`config.mk`:
```
export PLATFORM = sky130hd
export DESIGN_NAME = scaled_tanh_sigmoid
export DESIGN_NICKNAME = d
export VERILOG_FILES = /design/src/rtl/sts_pkg.sv /design/src/rtl/sts_cfg_regs.sv /design/src/rtl/sts_arg_front.sv /design/src/rtl/sts_tanh_unit.sv /design/src/rtl/sts_out_scale.sv /design/src/rtl/scaled_tanh_sigmoid.sv
export SDC_FILE = /design/constraint.sdc
export NUM_CORES = 2
export LEC_CHECK = 0
export ABC_AREA = 1
export BUFFER_PORTS_ARGS = -buffer_cell sky130_fd_sc_hd__buf_2
export CORE_ASPECT_RATIO = 1.2
export CORE_MARGIN = 5
export CORE_UTILIZATION = 50
export CTS_BUF_LIST = sky130_fd_sc_hd__clkbuf_4 sky130_fd_sc_hd__clkbuf_8 sky130_fd_sc_hd__clkbuf_16
export DETAILED_ROUTE_END_ITERATION = 7
export GPL_TIMING_DRIVEN = 0
export PLACE_DENSITY_LB_ADDON = 0.15
export RECOVER_POWER = 50
export SYNTH_ARGS = -nofsm -noshare
export SYNTH_HDL_FRONTEND = slang
export SYNTH_SLANG_ARGS = --single-unit
export TNS_END_PERCENT = 1
```
`constraint.sdc`:
```
create_clock -name clk_i -period 12.1 [get_ports clk_i]
set_clock_uncertainty 0.15 [all_clocks]
set_input_delay 1.21 -clock clk_i [delete_from_list [all_inputs] [get_ports clk_i]]
set_output_delay 1.21 -clock clk_i [all_outputs]
set_load 0.05 [all_outputs]
```
`src/rtl/sts_pkg.sv`:
```
package sts_pkg;

  // Number of equal linear segments over the tanh argument range [0, 8].
  localparam int TABLE_SEGMENTS = 64;

  // Table index width: it must also hold TABLE_SEGMENTS itself.
  localparam int IDX_W = $clog2(TABLE_SEGMENTS + 1);

  // The argument is Q.16 and limited to 8.0, so the segment position carries a
  // 19-bit remainder below the index.
  localparam int FRAC_W = 19;
  localparam int POS_W  = FRAC_W + IDX_W;

  // Tanh argument limit of plus or minus 8.0 in Q.16.
  localparam logic signed [32:0] ARG_MAX = 33'sd524288;
  localparam logic signed [32:0] ARG_MIN = -33'sd524288;

  // Register indexes of the configuration port.
  typedef enum logic [1:0] {
    REG_THRESHOLD      = 2'd0,
    REG_SLOPE_GAIN     = 2'd1,
    REG_PEAK_AMPLITUDE = 2'd2
  } cfg_reg_e;

  // Configuration register set as seen by the datapath.
  typedef struct packed {
    logic signed [15:0] threshold;
    logic signed [15:0] slope_gain;
    logic signed [15:0] peak_amplitude;
  } cfg_t;

  // Breakpoint table of tanh in Q1.15, one entry per segment end.
  typedef logic [TABLE_SEGMENTS:0][15:0] lut_t;

  // Unsigned quotient by shift and subtract; only used while the table is built.
  function automatic longint udiv_u64(longint num, longint den);
    logic [63:0] n;
    logic [63:0] d;
    logic [63:0] q;
    logic [64:0] r;
    n = num;
    d = den;
    q = '0;
    r = '0;
    for (int b = 63; b >= 0; b--) begin
      r = {r[63:0], n[b]};
      if (r >= {1'b0, d}) begin
        r    = r - {1'b0, d};
        q[b] = 1'b1;
      end
    end
    return longint'(q);
  endfunction

  // Builds the breakpoints at elaboration time. Entry i is tanh(8*i/SEGMENTS),
  // taken from exp(-2x) in Q.30: whole powers of exp(-1) by repeated
  // multiplication and the fractional part by a Taylor series to degree 24.
  function automatic lut_t build_tanh_lut();
    lut_t  lut;
    longint q30_one;
    longint exp_neg1;
    longint num;
    longint whole;
    longint rest;
    longint f;
    longint e;
    longint term;
    longint sum;
    longint t;
    q30_one  = 64'sd1 <<< 30;
    exp_neg1 = 64'sd395007542;
    for (int i = 0; i <= TABLE_SEGMENTS; i++) begin
      num   = 64'sd16 * longint'(i);
      whole = num / TABLE_SEGMENTS;
      rest  = num % TABLE_SEGMENTS;
      f     = (rest <<< 30) / TABLE_SEGMENTS;
      sum   = q30_one;
      term  = q30_one;
      for (int k = 1; k <= 24; k++) begin
        term = udiv_u64((term * f) >>> 30, longint'(k));
        if ((k % 2) == 1) begin
          sum = sum - term;
        end else begin
          sum = sum + term;
        end
      end
      e = sum;
      for (longint n = 0; n < whole; n++) begin
        e = (e * exp_neg1) >>> 30;
      end
      t = udiv_u64(((q30_one - e) <<< 15) + ((q30_one + e) >>> 1), q30_one + e);
      if (t > 64'sd32767) begin
        t = 64'sd32767;
      end
      if (t < 64'sd0) begin
        t = 64'sd0;
      end
      lut[i] = t[15:0];
    end
    return lut;
  endfunction

  localparam lut_t TANH_LUT = build_tanh_lut();

endpackage

```
`src/rtl/sts_cfg_regs.sv`:
```
module sts_cfg_regs (
  input  logic                 clk_i,
  input  logic                 rst_ni,
  input  logic                 cfg_valid_i,
  output logic                 cfg_ready_o,
  input  logic [1:0]           cfg_index_i,
  input  logic [15:0]          cfg_data_i,
  output sts_pkg::cfg_t        cfg_o
);

  sts_pkg::cfg_t cfg_q;
  sts_pkg::cfg_t cfg_d;

  // Registers take a write in any cycle.
  assign cfg_ready_o = 1'b1;

  // Decode the register index; writes to unused indexes are dropped.
  always_comb begin
    cfg_d = cfg_q;
    if (cfg_valid_i) begin
      case (sts_pkg::cfg_reg_e'(cfg_index_i))
        sts_pkg::REG_THRESHOLD:      cfg_d.threshold      = cfg_data_i;
        sts_pkg::REG_SLOPE_GAIN:     cfg_d.slope_gain     = cfg_data_i;
        sts_pkg::REG_PEAK_AMPLITUDE: cfg_d.peak_amplitude = cfg_data_i;
        default: ;
      endcase
    end
  end

  // Register file with its reset values: no offset, unity gain and amplitude.
  always_ff @(posedge clk_i or negedge rst_ni) begin
    if (!rst_ni) begin
      cfg_q.threshold      <= 16'sd0;
      cfg_q.slope_gain     <= 16'sd256;
      cfg_q.peak_amplitude <= 16'sd256;
    end else begin
      cfg_q <= cfg_d;
    end
  end

  assign cfg_o = cfg_q;

endmodule

```
`src/rtl/sts_arg_front.sv`:
```
module sts_arg_front (
  input  logic                 clk_i,
  input  logic                 rst_ni,
  input  logic                 valid_i,
  input  logic signed [15:0]   sample_i,
  input  logic signed [15:0]   threshold_i,
  input  logic signed [15:0]   slope_gain_i,
  output logic                 valid_o,
  output logic signed [32:0]   arg_o
);

  logic                valid1_q;
  logic                valid2_q;
  logic signed [16:0]  diff_q;
  logic signed [16:0]  diff_d;
  logic signed [32:0]  arg_q;
  logic signed [32:0]  arg_d;

  // Stage 1: remove the threshold, exact in 17 bits.
  assign diff_d = 17'(sample_i) - 17'(threshold_i);

  // Stage 2: apply the gain, exact Q.16 product.
  assign arg_d = slope_gain_i * diff_q;

  // Valid bits travel with the data.
  always_ff @(posedge clk_i or negedge rst_ni) begin
    if (!rst_ni) begin
      valid1_q <= 1'b0;
      valid2_q <= 1'b0;
    end else begin
      valid1_q <= valid_i;
      valid2_q <= valid1_q;
    end
  end

  // Data registers.
  always_ff @(posedge clk_i) begin
    diff_q <= diff_d;
    arg_q  <= arg_d;
  end

  assign valid_o = valid2_q;
  assign arg_o   = arg_q;

endmodule

```
`src/rtl/sts_tanh_unit.sv`:
```
module sts_tanh_unit (
  input  logic                 clk_i,
  input  logic                 rst_ni,
  input  logic                 valid_i,
  input  logic signed [32:0]   arg_i,
  output logic                 valid_o,
  output logic signed [16:0]   tanh_o
);

  localparam int IDX_W  = sts_pkg::IDX_W;
  localparam int FRAC_W = sts_pkg::FRAC_W;
  localparam int POS_W  = sts_pkg::POS_W;

  logic                    valid3_q;
  logic                    valid4_q;
  logic                    valid5_q;

  logic signed [32:0]      arg_sat;
  logic signed [32:0]      arg_abs;
  logic [POS_W-1:0]        pos;

  logic [IDX_W-1:0]        idx_q;
  logic [FRAC_W-1:0]       frac3_q;
  logic                    neg3_q;

  logic [IDX_W-1:0]        idx_next;
  logic [15:0]             t0_d;
  logic signed [16:0]      dt_d;
  logic [15:0]             t0_q;
  logic signed [16:0]      dt_q;
  logic [FRAC_W-1:0]       frac4_q;
  logic                    neg4_q;

  logic signed [36:0]      step_prod;
  logic signed [36:0]      step_rnd;
  logic [16:0]             interp;
  logic signed [16:0]      tanh_d;
  logic signed [16:0]      tanh_q;

  // Stage 3: limit the argument to plus or minus 8, fold the sign and find
  // the segment and the position inside it.
  always_comb begin
    if (arg_i > sts_pkg::ARG_MAX) begin
      arg_sat = sts_pkg::ARG_MAX;
    end else if (arg_i < sts_pkg::ARG_MIN) begin
      arg_sat = sts_pkg::ARG_MIN;
    end else begin
      arg_sat = arg_i;
    end
    arg_abs = arg_sat[32] ? -arg_sat : arg_sat;
    pos     = POS_W'(arg_abs[19:0]) * POS_W'(sts_pkg::TABLE_SEGMENTS);
  end

  // Stage 4: read both segment ends; at the very end of the range the last
  // breakpoint stands alone.
  always_comb begin
    idx_next = idx_q + IDX_W'(1);
    if (idx_q >= IDX_W'(sts_pkg::TABLE_SEGMENTS)) begin
      t0_d = sts_pkg::TANH_LUT[sts_pkg::TABLE_SEGMENTS];
      dt_d = 17'sd0;
    end else begin
      t0_d = sts_pkg::TANH_LUT[idx_q];
      dt_d = $signed({1'b0, sts_pkg::TANH_LUT[idx_next]})
           - $signed({1'b0, t0_d});
    end
  end

  // Stage 5: linear interpolation rounded half up, then restore the sign.
  always_comb begin
    step_prod = dt_q * $signed({1'b0, frac4_q});
    step_rnd  = step_prod + 37'sd262144;
    interp    = {1'b0, t0_q} + step_rnd[35:19];
    tanh_d    = neg4_q ? -$signed(interp) : $signed(interp);
  end

  // Valid bits.
  always_ff @(posedge clk_i or negedge rst_ni) begin
    if (!rst_ni) begin
      valid3_q <= 1'b0;
      valid4_q <= 1'b0;
      valid5_q <= 1'b0;
    end else begin
      valid3_q <= valid_i;
      valid4_q <= valid3_q;
      valid5_q <= valid4_q;
    end
  end

  // Data registers.
  always_ff @(posedge clk_i) begin
    idx_q   <= pos[POS_W-1:FRAC_W];
    frac3_q <= pos[FRAC_W-1:0];
    neg3_q  <= arg_sat[32];
    t0_q    <= t0_d;
    dt_q    <= dt_d;
    frac4_q <= frac3_q;
    neg4_q  <= neg3_q;
    tanh_q  <= tanh_d;
  end

  assign valid_o = valid5_q;
  assign tanh_o  = tanh_q;

endmodule

```
`src/rtl/sts_out_scale.sv`:
```
module sts_out_scale (
  input  logic                 clk_i,
  input  logic                 rst_ni,
  input  logic                 valid_i,
  input  logic signed [16:0]   tanh_i,
  input  logic signed [15:0]   peak_amplitude_i,
  output logic                 valid_o,
  output logic signed [15:0]   result_o
);

  logic                valid6_q;
  logic                valid7_q;
  logic signed [17:0]  sig;
  logic signed [33:0]  prod_d;
  logic signed [33:0]  prod_q;
  logic signed [34:0]  rnd;
  logic signed [18:0]  y;
  logic signed [15:0]  result_d;
  logic signed [15:0]  result_q;

  // Stage 6: sigmoid in Q.16 times the amplitude.
  assign sig    = 18'(tanh_i) + 18'sd32768;
  assign prod_d = peak_amplitude_i * sig;

  // Stage 7: round half up toward Q8.8 and saturate to 16 bits.
  always_comb begin
    rnd = 35'(prod_q) + 35'sd32768;
    y   = rnd[34:16];
    if (y > 19'sd32767) begin
      result_d = 16'sd32767;
    end else if (y < -19'sd32768) begin
      result_d = -16'sd32768;
    end else begin
      result_d = y[15:0];
    end
  end

  // Valid bits.
  always_ff @(posedge clk_i or negedge rst_ni) begin
    if (!rst_ni) begin
      valid6_q <= 1'b0;
      valid7_q <= 1'b0;
    end else begin
      valid6_q <= valid_i;
      valid7_q <= valid6_q;
    end
  end

  // Data registers.
  always_ff @(posedge clk_i) begin
    prod_q   <= prod_d;
    result_q <= result_d;
  end

  assign valid_o  = valid7_q;
  assign result_o = result_q;

endmodule

```
`src/rtl/scaled_tanh_sigmoid.sv`:
```
// Scaled tanh sigmoid: each sample gives
// peak_amplitude * (tanh(slope_gain * (sample_in - threshold)) + 1) / 2, all
// in signed Q8.8, with tanh from a piecewise-linear table and the tanh
// argument limited to plus or minus 8. The block takes a sample in every
// cycle (busy stays low) and shows its result on activation_out_o with a
// one-cycle done_o strobe; results come out in input order. The result passes
// through seven register stages (offset, gain multiply, segment search, table
// read, interpolation, amplitude multiply, rounding). There is no output
// buffer and the receiver cannot stall, so it must take every done_o beat as
// it comes. Write the configuration registers only when no sample is in
// flight.
module scaled_tanh_sigmoid (
  input  logic                 clk_i,
  input  logic                 rst_ni,
  input  logic                 start,
  output logic                 busy,
  input  logic signed [15:0]   sample_in_i,
  output logic                 done_o,
  output logic signed [15:0]   activation_out_o,
  input  logic                 cfg_valid_i,
  output logic                 cfg_ready_o,
  input  logic [1:0]           cfg_index_i,
  input  logic [15:0]          cfg_data_i
);

  sts_pkg::cfg_t       cfg;
  logic                in_beat;
  logic                arg_valid;
  logic signed [32:0]  arg;
  logic                tanh_valid;
  logic signed [16:0]  tanh_val;

  // The pipeline never blocks, so a sample is taken whenever start is high.
  assign busy    = 1'b0;
  assign in_beat = start && !busy;

  // Configuration registers.
  sts_cfg_regs u_cfg_regs (
    .clk_i       (clk_i),
    .rst_ni      (rst_ni),
    .cfg_valid_i (cfg_valid_i),
    .cfg_ready_o (cfg_ready_o),
    .cfg_index_i (cfg_index_i),
    .cfg_data_i  (cfg_data_i),
    .cfg_o       (cfg)
  );

  // Offset and gain.
  sts_arg_front u_arg_front (
    .clk_i        (clk_i),
    .rst_ni       (rst_ni),
    .valid_i      (in_beat),
    .sample_i     (sample_in_i),
    .threshold_i  (cfg.threshold),
    .slope_gain_i (cfg.slope_gain),
    .valid_o      (arg_valid),
    .arg_o        (arg)
  );

  // Table based tanh.
  sts_tanh_unit u_tanh_unit (
    .clk_i   (clk_i),
    .rst_ni  (rst_ni),
    .valid_i (arg_valid),
    .arg_i   (arg),
    .valid_o (tanh_valid),
    .tanh_o  (tanh_val)
  );

  // Sigmoid scaling and output register.
  sts_out_scale u_out_scale (
    .clk_i            (clk_i),
    .rst_ni           (rst_ni),
    .valid_i          (tanh_valid),
    .tanh_i           (tanh_val),
    .peak_amplitude_i (cfg.peak_amplitude),
    .valid_o          (done_o),
    .result_o         (activation_out_o)
  );

  // Every accepted sample yields a result on done_o.
  assert property (@(posedge clk_i) disable iff (!rst_ni)
    in_beat |-> ##7 done_o)
    else $error("accepted sample produced no result");

  // No result appears without a matching sample taken before it.
  assert property (@(posedge clk_i) disable iff (!rst_ni)
    done_o |-> $past(in_beat, 7))
    else $error("result without matching sample");

endmodule
```
# Yosys cells after proc, flatten, opt, wreduce, memory -nomap -nowiden

Memories as Yosys holds them, arrays and structs flattened. A register that Yosys moved wholly into a read port is not among the register bits.
Cells that the tools add are included.

$add $sub $neg: 9
Multiply operators: 3
$lt $le $gt $ge: 7
Equal/unequal tests: 2
Mux-type cells: 7
Reductions and logical operators: 4

Operators with widths:

| kind                                                                              | count |
|---|---|
| 33-bit 2-to-1 mux                                                                 | 2 |
| 16-bit 2-to-1 mux                                                                 | 3 |
| 36-bit by 20-bit adder with 36-bit output, second input constant                  | 1 |
| 34-bit by 17-bit adder with 35-bit output, second input constant                  | 1 |
| 16-bit by 18-bit multiplier with 34-bit output                                    | 1 |
| 16-bit by 16-bit subtractor with 17-bit output                                    | 2 |
| 33-bit by 21-bit greater-than comparator with 1-bit output, second input constant | 1 |
| 33-bit by 20-bit < comparator with 1-bit output, second input constant            | 1 |
| 16-bit by 17-bit multiplier with 33-bit output                                    | 1 |
| 17-bit by 14-bit multiplier with 30-bit output                                    | 1 |
| 20-bit 2-to-1 mux                                                                 | 1 |
| 20-bit negation                                                                   | 1 |
| 19-bit by 16-bit greater-than comparator with 1-bit output, second input constant | 1 |
| 19-bit by 16-bit < comparator with 1-bit output, second input constant            | 1 |
| 17-bit by 17-bit adder with 18-bit output, second input constant                  | 1 |
| 16-bit by 17-bit adder with 17-bit output                                         | 1 |
| 17-bit 2-to-1 mux                                                                 | 1 |
| 17-bit negation                                                                   | 1 |
| 7-bit by 8-bit < comparator with 1-bit output, second input constant              | 2 |
| 7-bit by 1-bit adder with 7-bit output, second input constant                     | 1 |
| 7-bit greater-or-equal comparator, second input constant                          | 1 |
| 2-bit AND reduction                                                               | 3 |
| 2-bit by 1-bit equality test with 1-bit output, second input constant             | 1 |
| 2-bit equality test, second input constant                                        | 1 |
| 2-bit logical NOT                                                                 | 1 |

Register bits: 240
Memory bits (read-only): 4,096
Input port bits: 38
Output and inout port bits: 19
Logic and storage cells: 56
Memories kept: 2

Memory list:

| name            | depth | bits a word | rd ports | clocked after memory_dff | write ports | line                | RTL |
|---|---|---|---|---|---|---|---|
| (no name shown) | 128   | 16          | 1        | 1                        | 0           | sts_tanh_unit.sv:62 | `t0_d = sts_pkg::TANH_LUT[idx_q];` |
| (no name shown) | 128   | 16          | 1        | 0                        | 0           | sts_tanh_unit.sv:63 | `dt_d = $signed({1'b0, sts_pkg::TANH_LUT[idx_next]})` |

# Logic depth before layout (Yosys ltp)

Depth after elaboration: 5
Mapped depth: 53
Depth with buffers taken out: 51

# Modules after synthesis

Synthesis repeated with hierarchy kept, for this count alone.

Cells, all modules: 6,088
Area total of the unflattened synthesis: 44,811.7 um^2

Modules (own cells, without submodules):

| module              | instances | cells each | area each (um^2) | seq. area each (um^2) |
|---|---|---|---|---|
| sts_tanh_unit       | 1         | 2,369      | 16,315.6         | 2,057.0 |
| sts_arg_front       | 1         | 1,762      | 13,321.5         | 1,051.0 |
| sts_out_scale       | 1         | 1,739      | 13,105.1         | 750.7 |
| sts_cfg_regs        | 1         | 216        | 2,058.2          | 1,203.7 |
| scaled_tanh_sigmoid | 1         | 2          | 11.3             | 0.0 |

# Worst setup path before layout

Ideal clock, no wire load.

Path kind: register -> register
Start point: reg u_tanh_unit.frac4_q[9]
End point: reg u_tanh_unit.tanh_q[15], in the netlist u_tanh_unit.tanh_o[15]
Library setup time: 114 ps
Data arrival time: 7,561 ps
Required time: 11,836 ps
Setup slack: 4,275 ps
Stages on the path, launching flop included: 38
Path buffers: 2
Clock period less this slack: 7,825 ps
Cell sequence: dfxtp_1 -> clkbuf_1 -> clkbuf_1 -> nand2_1 -> fa_1 -> inv_1 -> fa_1 -> inv_1 -> fa_1 -> inv_1 -> fa_1 -> fa_1 -> inv_1 -> fa_1 -> inv_1 -> ha_1 -> nand2_1 -> nor2_1 -> [2 not listed] -> nand2_1 -> nand4_1 -> nand2_1 -> nor2_1 -> inv_1 -> nor2_1 -> nand3_1 -> xor2_1 -> inv_1 -> ha_1 -> nand2_1 -> or2_2 -> nand4_1 -> xnor2_1 -> nand2_1 -> o21ai_0 -> xor2_1 -> inv_1

Cells in the longest elaborated chain, start to end: 5

Ends and longest elaborated chain:

| item                                               | line                | RTL |
|---|---|---|
| from (decl)                                        | sts_tanh_unit.sv:31 | `logic [FRAC_W-1:0] frac4_q;` |
| from (signal assigned)                             | sts_tanh_unit.sv:96 | `frac4_q <= frac3_q;` |
| 17-bit by 14-bit multiplier with 30-bit output (*) | sts_tanh_unit.sv:70 | `step_prod = dt_q * $signed({1'b0, frac4_q});` |
| 36-bit by 20-bit adder with 36-bit output (*)      | sts_tanh_unit.sv:71 | `step_rnd = step_prod + 37'sd262144;` |
| 16-bit by 17-bit adder with 17-bit output (*)      | sts_tanh_unit.sv:72 | `interp = {1'b0, t0_q} + step_rnd[35:19];` |
| 17-bit negation                                    | sts_tanh_unit.sv:73 | `tanh_d = neg4_q ? -$signed(interp) : $signed(interp);` |
| 17-bit 2-to-1 mux (*)                              | sts_tanh_unit.sv:73 |  |
| via u_tanh_unit.tanh_d[15]                         | sts_tanh_unit.sv:37 | `logic signed [16:0] tanh_d;` |
| to (signal assigned)                               | sts_tanh_unit.sv:98 | `tanh_q <= tanh_d;` |
| to (decl)                                          | sts_tanh_unit.sv:38 | `logic signed [16:0] tanh_q;` |

The timed path passes the listed nets; every way through them passes the cells marked *.
A chain may end at the register's enable or synchronous reset.

# Worst setup path in the final report

Start point: reg u_tanh_unit.frac4_q[12]
End point: reg u_tanh_unit.tanh_q[16], in the netlist u_tanh_unit.tanh_o[16]

The elaborated chain is that of the path after synthesis.

==> impl_metrics.json <==
{
  "status": "finished with violations",
  "violations": "max-capacitance violations, max-slew violations",
  "cp.required_ps": 12450,
  "syn_nets": 6522,
  "layout-drive-gt1-share_pct": 3.62,
  "max_freq_ghz": 0.108,
  "num_rows": 116,
  "setup_viol": 0,
  "start_kind": "flop",
  "worst_ep_arrival_time_ps": 9600,
  "syn_inst": 5397,
  "grt_pass1_wl_um": 180000,
  "synthesis.area_mm2": 0.0420,
  "cts_buffers": 28,
  "finalCritPeriodShare_pct": 76.5,
  "layoutNonFillerInstCount": 6623,
  "period_needed_ps": 9250,
  "grt_pass1_vias": 34800,
  "synth_top_flop_cell": "dfxtp_1",
  "post-route-drc-count": 0,
  "critical_path_class": "flop to flop",
  "clkLatencyLatePin_ps": 590,
  "crit_path_end_kind": "flop",
  "drt-total-wl_um": 109000,
  "dp.final_hpwl_um": 95100,
  "cts_root_buffer": "clkbuf_16",
  "placed_cells": 6572,
  "cts.sinks": 239,
  "cp_max_fo": 10,
  "maxSlewHeadroom_pct": -93.3,
  "die_w_um": 275,
  "rsz0062_at_grt": "no",
  "h-tree-depth": 1,
  "die_h_um": 327,
  "core_region_area_mm2": 0.0833,
  "path_clk_slew_ps": 70,
  "critPathMaxStageDelay_ps": 620,
  "dieArea_mm2": 0.0899,
  "synth_top_area_share_pct": 37.0,
  "maxCapViolations": 1,
  "io_pins": 57,
  "maxSlewViolCount": 56,
  "cpMaxStageDelayCell": "clkbuf_1",
  "cts_tree": "yes",
  "grt_use_total_pct": 25.0,
  "antenna_found_initial": 1,
  "synth_edf_count": 0,
  "postCtsSetupRepairBufs": 0,
  "netlist_top_cells_area": "fa_1 (37%), inv_1 (13%), nand2_1 (12%)",
  "yosysMostFrequentCell": "inv_1",
  "cts_buffer_depth": 3,
  "postLayoutCoreUtil_pct": 53.6,
  "place_congestion": 0.917,
  "diodes": 0,
  "final_nets": 6606,
  "ant_nets": 0,
  "hold_violations": 0,
  "setup_slack_ps": 2850,
  "synth_common_cells": "inv_1 (1486), nand2_1 (1307), fa_1 (776)",
  "avgSynthCellArea_um2": 7.78,
  "cts_resized": 0,
  "dr.pass1.iters": 6,
  "synth.distinct_cells": 64,
  "synthArstFlopShare_pct": 23.0,
  "hp-class": "flop to flop",
  "cts-hold-fix-buffers": 0,
  "vias": 33000,
  "dpl_worst_slack_ps": 2860,
  "grt.overflow.total": 0,
  "seq_area_frac_synth_pct": 12.1,
  "areaGrowthSynthToFinish_pct": 6.34,
  "finalSetupTns_ps": 0,
  "ys_ff_latch": 239,
  "start_util_pct": 50.4,
  "synth_warnings": 0,
  "synth.largest_area_cell": "fa_1",
  "wl_per_cell_um": 16.5,
  "portBuffers": 54,
  "worst_pin_slew_ps": 2900,
  "drt_iter0_markers": 2086,
  "grt_max_degree": 56,
  "vias_per_cell": 4.98
}
## cells by family (layout without fill, tap and decap cells)
family	after synthesis	count (layout)	synth area share [%]
AOI/OAI and AO/OA	427	427	5.62
xor gates and xnor gates	158	158	3.31
DFF	239	239	12.1
and+or+nand+nor	1809	1809	17.5
buffers and inverters	1675	1780	15.2
adders and majority gates	1087	1087	46.3
other	2	2	0.0179
## sequential cells by signal, indices dropped and copies added, names as in the netlist, 15 cells and up, named ones only
name and cells:
u_tanh_unit.dt_q 17, u_tanh_unit.t0_q 15, u_tanh_unit.tanh_o 17, u_arg_front.arg_o 33, u_cfg_regs.cfg_o 48, u_out_scale.prod_q 19
u_out_scale.result_o 16, u_arg_front.diff_q 17
## layout make-up
cell class,count,area (µm²)
clock inverter,14,200
multi-input combinational,3483,30500
clock buffer,37,805
fill,8156,38700
tap,1121,1400
inverter,1495,5620
timing repair buffer,54,267
sequential,239,5060
buffer,180,759
## routing by layer
metal	global-route usage, %	up-vias	wire length [µm]
met1	30.9	16100	43500
li1	-	15800	-
met2	45.7	799	56400
met4	8.71	0	4360
met5	0	-	0
met3	2.30	221	4770
## metrics by stage
stage / hold WS (ps) / area (µm²)
floorplan: 160 / 42000
global route: 183 / 44600
finish: 173 / 44600
CTS: 174 / 44700
detailed placement: 162 / 43700
global placement: 160 / 43700
## cell usage in the layout, fill, tap and decap left out, types with 54 or more instances in the layout
master	count
fa_1	776
nand2_1	1307
o21ai_0	163
xor2_1	96
ha_1	311
dfxtp_1	184
buf_2	54
a21oi_1	168
xnor2_1	61
clkbuf_1	151
inv_1	1486
nor2_1	238
nand3_1	116
## final timing paths
kind	end	startpoint	slack, ps	depth (start not counted)
worst max-delay path	u_tanh_unit.tanh_o[16]$_DFF_P_	u_tanh_unit.frac4_q[12]$_DFF_P_	2850	41
worst max register to register	u_tanh_unit.tanh_o[16]$_DFF_P_	u_tanh_unit.frac4_q[12]$_DFF_P_	2850	41
worst min-delay path	u_tanh_unit.frac4_q[11]$_DFF_P_	u_tanh_unit.frac3_q[11]$_DFF_P_	170	0
max in group asynchronous	u_cfg_regs.cfg_o[13]$_DFFE_PN0P_	rst_ni	8750	1
min in group asynchronous	u_cfg_regs.cfg_o[42]$_DFFE_PN0P_	rst_ni	1400	1
worst min register to register	u_tanh_unit.frac4_q[11]$_DFF_P_	u_tanh_unit.frac3_q[11]$_DFF_P_	170	0
## critical path, delay by kind of cell (launching register included)
kind | cells | cell delay (ps)
fa+ha+maj | 9 | 3910
simple gates | 16 | 1950
buf+inv | 11 | 1710
xor+xnor | 3 | 870
flops | 1 | 310
compound gates | 2 | 260
Power is left out: the tool's default activity adds up to more than one toggle a clock period on the data nets, which glitch-free logic cannot reach.
